**config.mk**
```make
export PLATFORM = sky130hd
export DESIGN_NAME = column_min_max_normalizer_core
export DESIGN_NICKNAME = d
export VERILOG_FILES = /design/src/cmmn_pkg.sv /design/src/cmmn_ram.sv /design/src/cmmn_ctrl.sv /design/src/cmmn_dp.sv /design/src/column_min_max_normalizer_core.sv
export SDC_FILE = /design/constraint.sdc
export NUM_CORES = 2
export LEC_CHECK = 0
export ABC_CLOCK_PERIOD_IN_PS = 14400
export BUFFER_PORTS_ARGS = -buffer_cell sky130_fd_sc_hd__buf_2
export CAP_MARGIN = 20
export CELL_PAD_IN_SITES_DETAIL_PLACEMENT = 0
export CELL_PAD_IN_SITES_GLOBAL_PLACEMENT = 2
export CORE_MARGIN = 2
export CORE_UTILIZATION = 53
export DETAILED_ROUTE_END_ITERATION = 7
export PLACE_DENSITY_LB_ADDON = 0.08
export SYNTH_ARGS = -nofsm -noshare
export SYNTH_HDL_FRONTEND = slang
export SYNTH_SLANG_ARGS = --single-unit
```
**constraint.sdc**
```tcl
create_clock -name i_clk -period 14.4 [get_ports i_clk]
set_clock_uncertainty 0.15 [all_clocks]
set_input_delay 0.72 -clock i_clk [delete_from_list [all_inputs] [get_ports i_clk]]
set_output_delay 0.72 -clock i_clk [all_outputs]
set_load 0.005 [all_outputs]
```
**src/cmmn_pkg.sv**
```systemverilog
`timescale 1ns / 1ps

package cmmn_pkg;

    localparam int IN_BITS     = 32;
    localparam int COL_BITS    = 4;
    localparam int REQ_BITS    = 2;
    localparam int FRAC_BITS   = 16;
    localparam int SCALED_BITS = FRAC_BITS + 1;
    localparam int DIV_CNT_BITS = $clog2(FRAC_BITS);

    localparam logic [REQ_BITS-1:0] REQ_LEARN = 2'd0;
    localparam logic [REQ_BITS-1:0] REQ_NORM  = 2'd1;
    localparam logic [REQ_BITS-1:0] REQ_CLEAR = 2'd2;

    localparam logic [SCALED_BITS-1:0] SCALED_ONE  = SCALED_BITS'(1) << FRAC_BITS;
    localparam logic [SCALED_BITS-1:0] SCALED_ZERO = '0;

    localparam logic [DIV_CNT_BITS-1:0] DIV_LAST = DIV_CNT_BITS'(FRAC_BITS - 1);

    typedef struct packed {
        logic latch;
        logic eval;
        logic div_step;
        logic out_load;
    } t_cmd;

    typedef struct packed {
        logic [REQ_BITS-1:0] req;
        logic                direct;
        logic                out_free;
    } t_status;

endpackage

```
**src/cmmn_ram.sv**
```systemverilog
`timescale 1ns / 1ps

module cmmn_ram #(
    parameter int WIDTH = 64,
    parameter int DEPTH = 16
) (
    input  logic                                   i_clk,
    input  logic                                   i_we,
    input  logic [((DEPTH > 1) ? $clog2(DEPTH) : 1)-1:0] i_waddr,
    input  logic [WIDTH-1:0]                       i_wdata,
    input  logic [((DEPTH > 1) ? $clog2(DEPTH) : 1)-1:0] i_raddr,
    output logic [WIDTH-1:0]                       o_rdata
);

    logic [WIDTH-1:0] r_mem [DEPTH];
    logic [WIDTH-1:0] r_rdata;

    always_ff @(posedge i_clk) begin
        if (i_we) begin
            r_mem[i_waddr] <= i_wdata;
        end
        r_rdata <= r_mem[i_raddr];
    end

    assign o_rdata = r_rdata;

endmodule

```
**src/cmmn_ctrl.sv**
```systemverilog
`timescale 1ns / 1ps

module cmmn_ctrl (
    input  logic              i_clk,
    input  logic              i_rst_n,
    input  logic              i_in_valid,
    output logic              o_in_ready,
    input  cmmn_pkg::t_status i_status,
    output cmmn_pkg::t_cmd    o_cmd
);

    localparam logic [2:0] S_IDLE   = 3'd0;
    localparam logic [2:0] S_LOOKUP = 3'd1;
    localparam logic [2:0] S_EVAL   = 3'd2;
    localparam logic [2:0] S_DIVIDE = 3'd3;
    localparam logic [2:0] S_DONE   = 3'd4;

    logic [2:0]                       r_state;
    logic [2:0]                       n_state;
    logic [cmmn_pkg::DIV_CNT_BITS-1:0] r_count;
    logic [cmmn_pkg::DIV_CNT_BITS-1:0] n_count;

    always_comb begin
        n_state = r_state;
        n_count = r_count;
        o_cmd   = '0;
        case (r_state)
            S_IDLE: begin
                if (i_in_valid) begin
                    o_cmd.latch = 1'b1;
                    n_state     = S_LOOKUP;
                end
            end
            S_LOOKUP: begin
                n_state = S_EVAL;
            end
            S_EVAL: begin
                o_cmd.eval = 1'b1;
                n_count    = '0;
                if (i_status.req == cmmn_pkg::REQ_NORM) begin
                    n_state = i_status.direct ? S_DONE : S_DIVIDE;
                end else begin
                    n_state = S_IDLE;
                end
            end
            S_DIVIDE: begin
                o_cmd.div_step = 1'b1;
                n_count        = r_count + 1'b1;
                if (r_count == cmmn_pkg::DIV_LAST) begin
                    n_state = S_DONE;
                end
            end
            S_DONE: begin
                if (i_status.out_free) begin
                    o_cmd.out_load = 1'b1;
                    n_state        = S_IDLE;
                end
            end
            default: begin
                n_state = S_IDLE;
            end
        endcase
    end

    always_ff @(posedge i_clk) begin
        if (!i_rst_n) begin
            r_state <= S_IDLE;
            r_count <= '0;
        end else begin
            r_state <= n_state;
            r_count <= n_count;
        end
    end

    assign o_in_ready = (r_state == S_IDLE);

endmodule

```
**src/cmmn_dp.sv**
```systemverilog
`timescale 1ns / 1ps

module cmmn_dp #(
    parameter int NUM_COLUMNS = 16,
    parameter int VALUE_BITS  = 32
) (
    input  logic                                 i_clk,
    input  logic                                 i_rst_n,
    input  cmmn_pkg::t_cmd                       i_cmd,
    output cmmn_pkg::t_status                    o_status,
    input  logic [cmmn_pkg::REQ_BITS-1:0]        i_req_type,
    input  logic [cmmn_pkg::COL_BITS-1:0]        i_column,
    input  logic signed [cmmn_pkg::IN_BITS-1:0]  i_sample_value,
    output logic                                 o_out_valid,
    input  logic                                 i_out_ready,
    output logic [cmmn_pkg::SCALED_BITS-1:0]     o_scaled_value,
    output logic [cmmn_pkg::COL_BITS-1:0]        o_out_column,
    output logic                                 o_clipped,
    output logic                                 o_no_stats
);

    localparam int IDX_BITS = (NUM_COLUMNS > 1) ? $clog2(NUM_COLUMNS) : 1;
    localparam int RNG_BITS = 9;

    logic [cmmn_pkg::REQ_BITS-1:0]    r_req;
    logic [cmmn_pkg::COL_BITS-1:0]    r_col;
    logic signed [VALUE_BITS-1:0]     r_x;
    logic signed [VALUE_BITS-1:0]     w_x;

    logic [NUM_COLUMNS-1:0]           r_learned;
    logic [IDX_BITS-1:0]              w_idx;
    logic                             w_in_range;
    logic                             w_learned;

    logic                             w_we;
    logic [2*VALUE_BITS-1:0]          w_wdata;
    logic [2*VALUE_BITS-1:0]          w_rdata;
    logic signed [VALUE_BITS-1:0]     w_lo;
    logic signed [VALUE_BITS-1:0]     w_hi;
    logic                             w_lt;
    logic                             w_gt;
    logic                             w_eq;
    logic                             w_le;
    logic                             w_ge;
    logic                             w_direct;
    logic [VALUE_BITS:0]              w_num_full;
    logic [VALUE_BITS:0]              w_den_full;

    logic [VALUE_BITS-1:0]            r_rem;
    logic [VALUE_BITS-1:0]            r_den;
    logic [cmmn_pkg::FRAC_BITS-1:0]   r_quot;
    logic [VALUE_BITS:0]              w_shift;
    logic [VALUE_BITS:0]              w_sub;
    logic                             w_fit;
    logic [VALUE_BITS-1:0]            n_rem;

    logic                             r_direct;
    logic [cmmn_pkg::SCALED_BITS-1:0] r_scaled_direct;
    logic                             r_eval_clipped;
    logic                             r_eval_no_stats;

    logic                             r_out_valid;
    logic [cmmn_pkg::SCALED_BITS-1:0] r_out_scaled;
    logic [cmmn_pkg::COL_BITS-1:0]    r_out_column;
    logic                             r_out_clipped;
    logic                             r_out_no_stats;

    // sample value at the stored width
    generate
        if (VALUE_BITS <= cmmn_pkg::IN_BITS) begin : g_narrow
            assign w_x = i_sample_value[VALUE_BITS-1:0];
        end else begin : g_wide
            assign w_x = {{(VALUE_BITS - cmmn_pkg::IN_BITS){i_sample_value[cmmn_pkg::IN_BITS-1]}},
                          i_sample_value};
        end
    endgenerate

    always_ff @(posedge i_clk) begin
        if (i_cmd.latch) begin
            r_req <= i_req_type;
            r_col <= i_column;
            r_x   <= w_x;
        end
    end

    assign w_in_range = (RNG_BITS'(r_col) < RNG_BITS'(NUM_COLUMNS));
    assign w_idx      = IDX_BITS'(r_col);
    assign w_learned  = w_in_range && r_learned[w_idx];

    // min in low half, max in high half
    cmmn_ram #(
        .WIDTH (2 * VALUE_BITS),
        .DEPTH (NUM_COLUMNS)
    ) u_stats_ram (
        .i_clk   (i_clk),
        .i_we    (w_we),
        .i_waddr (w_idx),
        .i_wdata (w_wdata),
        .i_raddr (w_idx),
        .o_rdata (w_rdata)
    );

    assign w_lo = w_rdata[VALUE_BITS-1:0];
    assign w_hi = w_rdata[2*VALUE_BITS-1:VALUE_BITS];
    assign w_lt = (r_x < w_lo);
    assign w_gt = (r_x > w_hi);
    assign w_eq = (w_hi == w_lo);
    assign w_le = (r_x <= w_lo);
    assign w_ge = (r_x >= w_hi);

    assign w_we = i_cmd.eval && (r_req == cmmn_pkg::REQ_LEARN) && w_in_range;

    always_comb begin
        if (w_learned) begin
            w_wdata = {(w_gt ? r_x : w_hi), (w_lt ? r_x : w_lo)};
        end else begin
            w_wdata = {r_x, r_x};
        end
    end

    always_ff @(posedge i_clk) begin
        if (!i_rst_n) begin
            r_learned <= '0;
        end else if (i_cmd.eval && (r_req == cmmn_pkg::REQ_CLEAR)) begin
            r_learned <= '0;
        end else if (w_we) begin
            r_learned[w_idx] <= 1'b1;
        end
    end

    assign w_direct   = !w_learned || w_eq || w_le || w_ge;
    assign w_num_full = {r_x[VALUE_BITS-1], r_x} - {w_lo[VALUE_BITS-1], w_lo};
    assign w_den_full = {w_hi[VALUE_BITS-1], w_hi} - {w_lo[VALUE_BITS-1], w_lo};

    // restoring division, one quotient bit per step
    assign w_shift = {r_rem, 1'b0};
    assign w_fit   = (w_shift >= {1'b0, r_den});
    assign w_sub   = w_shift - {1'b0, r_den};
    assign n_rem   = w_fit ? w_sub[VALUE_BITS-1:0] : w_shift[VALUE_BITS-1:0];

    always_ff @(posedge i_clk) begin
        if (i_cmd.eval) begin
            r_rem           <= w_num_full[VALUE_BITS-1:0];
            r_den           <= w_den_full[VALUE_BITS-1:0];
            r_quot          <= '0;
            r_direct        <= w_direct;
            r_eval_clipped  <= w_learned && (w_lt || w_gt);
            r_eval_no_stats <= !w_learned;
            r_scaled_direct <= (w_learned && !w_eq && !w_le && w_ge) ?
                               cmmn_pkg::SCALED_ONE : cmmn_pkg::SCALED_ZERO;
        end else if (i_cmd.div_step) begin
            r_rem  <= n_rem;
            r_quot <= {r_quot[cmmn_pkg::FRAC_BITS-2:0], w_fit};
        end
    end

    // output beat register
    always_ff @(posedge i_clk) begin
        if (!i_rst_n) begin
            r_out_valid <= 1'b0;
        end else if (i_cmd.out_load) begin
            r_out_valid <= 1'b1;
        end else if (i_out_ready) begin
            r_out_valid <= 1'b0;
        end
    end

    always_ff @(posedge i_clk) begin
        if (i_cmd.out_load) begin
            r_out_scaled   <= r_direct ? r_scaled_direct : {1'b0, r_quot};
            r_out_column   <= r_col;
            r_out_clipped  <= r_eval_clipped;
            r_out_no_stats <= r_eval_no_stats;
        end
    end

    assign o_status.req      = r_req;
    assign o_status.direct   = w_direct;
    assign o_status.out_free = !r_out_valid || i_out_ready;

    assign o_out_valid    = r_out_valid;
    assign o_scaled_value = r_out_scaled;
    assign o_out_column   = r_out_column;
    assign o_clipped      = r_out_clipped;
    assign o_no_stats     = r_out_no_stats;

endmodule

```
**src/column_min_max_normalizer_core.sv**
```systemverilog
`timescale 1ns / 1ps

// Per-column min-max scaler. A learn beat (req_type 0) widens the stored minimum and
// maximum of its column, the first one after a clear sets both; a normalize beat
// (req_type 1) returns (x - min) / (max - min) as unsigned Q1.16, truncated, clipped to
// 0 or 1.0 with o_clipped set when x lies outside the learned range, and 0 with
// o_no_stats set when the column has no statistics; a clear beat (req_type 2) forgets
// all columns. One beat is worked at a time. After acceptance a learn, clear or unused beat
// passes through a registered read of the statistics memory and an evaluation step before
// the input is ready again; a normalize beat that needs no division (no statistics, flat
// column, x at or outside the bounds) then loads the output register, and one that divides
// first runs a restoring divider that forms one of the 16 quotient bits per cycle. A
// normalize beat waits for a free output register before loading its result. A result
// waiting at the output does not hold off the next input beat.
module column_min_max_normalizer_core #(
    parameter int NUM_COLUMNS = 16,
    parameter int VALUE_BITS  = 32
) (
    input  logic                                 i_clk,
    input  logic                                 i_rst_n,
    input  logic                                 i_in_valid,
    output logic                                 o_in_ready,
    input  logic [cmmn_pkg::REQ_BITS-1:0]        i_req_type,
    input  logic [cmmn_pkg::COL_BITS-1:0]        i_column,
    input  logic signed [cmmn_pkg::IN_BITS-1:0]  i_sample_value,
    output logic                                 o_out_valid,
    input  logic                                 i_out_ready,
    output logic [cmmn_pkg::SCALED_BITS-1:0]     o_scaled_value,
    output logic [cmmn_pkg::COL_BITS-1:0]        o_out_column,
    output logic                                 o_clipped,
    output logic                                 o_no_stats
);

    cmmn_pkg::t_cmd    w_cmd;
    cmmn_pkg::t_status w_status;

    cmmn_ctrl u_ctrl (
        .i_clk      (i_clk),
        .i_rst_n    (i_rst_n),
        .i_in_valid (i_in_valid),
        .o_in_ready (o_in_ready),
        .i_status   (w_status),
        .o_cmd      (w_cmd)
    );

    cmmn_dp #(
        .NUM_COLUMNS (NUM_COLUMNS),
        .VALUE_BITS  (VALUE_BITS)
    ) u_dp (
        .i_clk          (i_clk),
        .i_rst_n        (i_rst_n),
        .i_cmd          (w_cmd),
        .o_status       (w_status),
        .i_req_type     (i_req_type),
        .i_column       (i_column),
        .i_sample_value (i_sample_value),
        .o_out_valid    (o_out_valid),
        .i_out_ready    (i_out_ready),
        .o_scaled_value (o_scaled_value),
        .o_out_column   (o_out_column),
        .o_clipped      (o_clipped),
        .o_no_stats     (o_no_stats)
    );

endmodule

```
==> metrics <==
vias in the first global route about 28,000; TritonCTS Buffers approximately 130; row count 115; main combinational cell family by area after synthesis multiplexers; Port Buffers 66; DRC Markers 0; FF+latch count, synth ~1,300; CTS tree built; status finished clean; Hold WC Path Type input pin to register; critical path required time roughly 15 ns; I/O Pins 67; number of diodes 0; routability cong. a little under 0.9; Initial Util 0.534; maximum level of the CTS H-tree 4; total chip power about 9.1 mW; first-pass GRT wire length 191,000 um; mux contribution to synthesized area 0.156; initial antenna violation count 4; Die ar. roughly 100,000 um2; fin crit share 0.361; CTS sink count 1,257; final wirelength roughly 130,000 um; Final Hold Fails 0; layout cells sized above 1 0.231; Inst Count DP between 4,000 and 5,000; drt pass-1 iters 5; cells after synthesis 2,844; area fraction in and, or, nand and nor cells after synthesis 0.0340; EDFF count, synth about 1,200; Skew-Pair Late Insertion Delay around 0.76 ns; CP Launch Type register; adder-cell share of the synthesized area 0.0317; average size of a mapped cell 18.4 um2; critical path endpoint category register; GR Layer Usage met1 0.384; Main synth FF type edfxtp_1; gr usage total 0.262; RSZ-0062 raised after global routing no; total vias in the final route roughly 27,000; worst ir drop on vdd around 0.12 mV; CTS root buf clkbuf_16; Fin Hold WS between 0.06 and 0.07 ns; Core Area between 90,000 and 100,000 um2; Fmax 0.192 GHz; Crit Path Max Fanout 32; Cell variety after synth 69; share of the yosys chip area belonging to registers 0.701; Tmin final roughly 5.2 ns; actual slew at the worst max-slew pin 1.13 ns; Synth Area in Compound Gates 0.0465; DRT antenna net count 0; clock tree buffer depth 3; DP HPWL a little under 80,000 um; Mapped Area 52,400 um2; busiest grt layer met2; GR Util met2 0.412; Cell Count, Final, Fillers Out between 4,000 and 5,000; pin count of the biggest net entering global routing 93; worst path arrival time about 5.4 ns; vias per inst around 6.2; FFs w/ async S/R, synth 0; DRC marker count from the first detailed-route iteration around 2,800; Final Core Density 0.600; XOR/XNOR Fraction of Synth Area 0.0137; CP Class register to register; Synth Net Count 3,017; TNS Setup 0 ns; power per cell area 155 nW/um2; grt ovf 0; Nets approximately 3,200; fin. max-slew vios 0; Setup Buffers After CTS 0; Clock transition at path regs 0.06 ns; Die W 318 um; area delta synth->final 12.4%; die height 318 um; maxcap violations 0; met3 Track Usage GR 0.0417; relative slew slack 0.222; Routed wire per std cell ~30 um; final setup fails 0; synth warn 0; Leakage approximately 20 nW
==> synth_stat cells (all sizes together) (6+ instances only) <==
| library cell | number | area share |
|---|---|---|
| dfxtp | 104 | 0.040 |
| a21boi | 7 | 0.0010 |
| buf | 40 | 0.0033 |
| nand3 | 33 | 0.0032 |
| a221oi | 6 | 0.0011 |
| nand4 | 17 | 0.0020 |
| a21o | 54 | 0.0077 |
| a211oi | 25 | 0.0038 |
| and2 | 9 | 0.0011 |
| clkbuf | 69 | 0.0049 |
| nor2 | 73 | 0.0052 |
| ha | 128 | 0.031 |
| inv | 130 | 0.0093 |
| o31a | 6 | 0.0010 |
| mux2 | 62 | 0.013 |
| and3 | 15 | 0.0018 |
| nor2b | 32 | 0.0038 |
| xnor2 | 53 | 0.0089 |
| o21bai | 11 | 0.0016 |
| o211ai | 7 | 0.0010 |
| mux2i | 15 | 0.0029 |
| nor3 | 31 | 0.0030 |
| a31oi | 17 | 0.0020 |
| nand2 | 111 | 0.0080 |
| or3 | 7 | 0.00084 |
| edfxtp | 1153 | 0.66 |
| and4 | 8 | 0.0013 |
| nand2b | 18 | 0.0022 |
| o21a | 31 | 0.0044 |
| o21ai | 59 | 0.0057 |
| a21oi | 105 | 0.010 |
| mux4 | 324 | 0.14 |
| xor2 | 29 | 0.0049 |
==> cells in the final DEF (no fill, tap or decap), types with 22 or more instances in the layout <==
cell           instances
nor2_1                61
nand3_1               33
ha_1                 128
nor2b_1               32
a21o_1                54
o21a_1                31
xnor2_1               53
a211oi_1              24
o21ai_0               55
mux2_2                62
buf_2                 67
xor2_1                29
dlygate4sd3_1         22
nand2_1              111
inv_1                128
clkbuf_1              39
clkbuf_16            134
mux4_2               324
buf_4                 50
dfxtp_1              104
nor3_1                27
edfxtp_1            1153
a21oi_1              105
==> sequential cells by signal, indices dropped and copies added (netlist names), 2 cells and up <==
signal / count
u_dp.u_stats_ram.r_mem: 1024
u_dp.u_stats_ram.o_rdata: 64
u_dp.r_den: 32
u_dp.r_rem: 32
u_dp.r_x: 32
u_dp.o_scaled_value: 17
u_dp.r_learned: 16
u_dp.r_quot: 16
u_ctrl.r_count: 4
u_dp.o_out_column: 4
u_dp.r_col: 4
u_ctrl.r_state: 3
u_dp.r_req: 2
==> worst max-delay path, stage by stage, from the launching register on <==
cell,delay [ns]
edfxtp_1,0.66
ha_1,0.41
nand4_1,0.21
nor4_1,0.91
inv_1,0.09
o21ai_1,0.31
mux2i_1,0.33
nand2b_1,0.21
nand2b_4,0.47
mux2i_1,1.05
==> stage by stage <==
step	setup slack (ns)	instance area, um2
4_1_cts	9.18	58800
5_1_grt	9.07	58800
2_1_floorplan	7.71	52400
3_5_place_dp	9.33	54400
3_3_place_gp	8.95	54400
6_report	9.20	58800
==> cell families (layout without fill, tap and decap cells) <==
logic type,Yosys count,count (layout)
flops,1257,1257
mux,401,401
compound gates,368,368
simple gates,366,366
buf+inv,239,511
fa+ha+maj,131,131
xor+xnor,82,82
==> layer usage <==
layer	vias up	wire, um
li1	11810	-
met3	166	7920
met2	926	62000
met5	-	23
met1	14519	57300
met4	4	3020
==> area by class of cell <==
class / count / area (um2)
tap: 1287 / 1610
multi-input combinational: 1348 / 14900
clock inverter: 59 / 577
fill: 7064 / 39300
timing repair buffer: 142 / 998
inverter: 130 / 488
sequential: 1257 / 36700
clock buffer: 180 / 3600
==> power breakdown <==
| part | internal (mW) | switching, mW |
|---|---|---|
| Sequential | 4.23 | 0.0844 |
| Clock | 1.86 | 1.39 |
| Combinational | 0.579 | 0.980 |
| Total | 6.67 | 2.46 |
==> path summary, 6_finish.rpt <==
path                      start                       endpoint  slack [ns]  cells past startpoint
max                u_dp.r_x[28]  u_dp.u_stats_ram.r_mem[2][32]        9.20                      9
max reg2reg        u_dp.r_x[28]  u_dp.u_stats_ram.r_mem[2][32]        9.20                      9
min reg2reg     u_dp.r_quot[15]                u_dp.r_quot[15]        0.28                      2
min          i_sample_value[13]                   u_dp.r_x[13]        0.07                      1
==> repair_timing <==
action | in CTS | in global routing
resized for setup | 0 | 0
hold buffers | 22 | 0
endpoints found under the hold margin | 22 | 0
No activity file was read; power rests on OpenSTA's default activity.
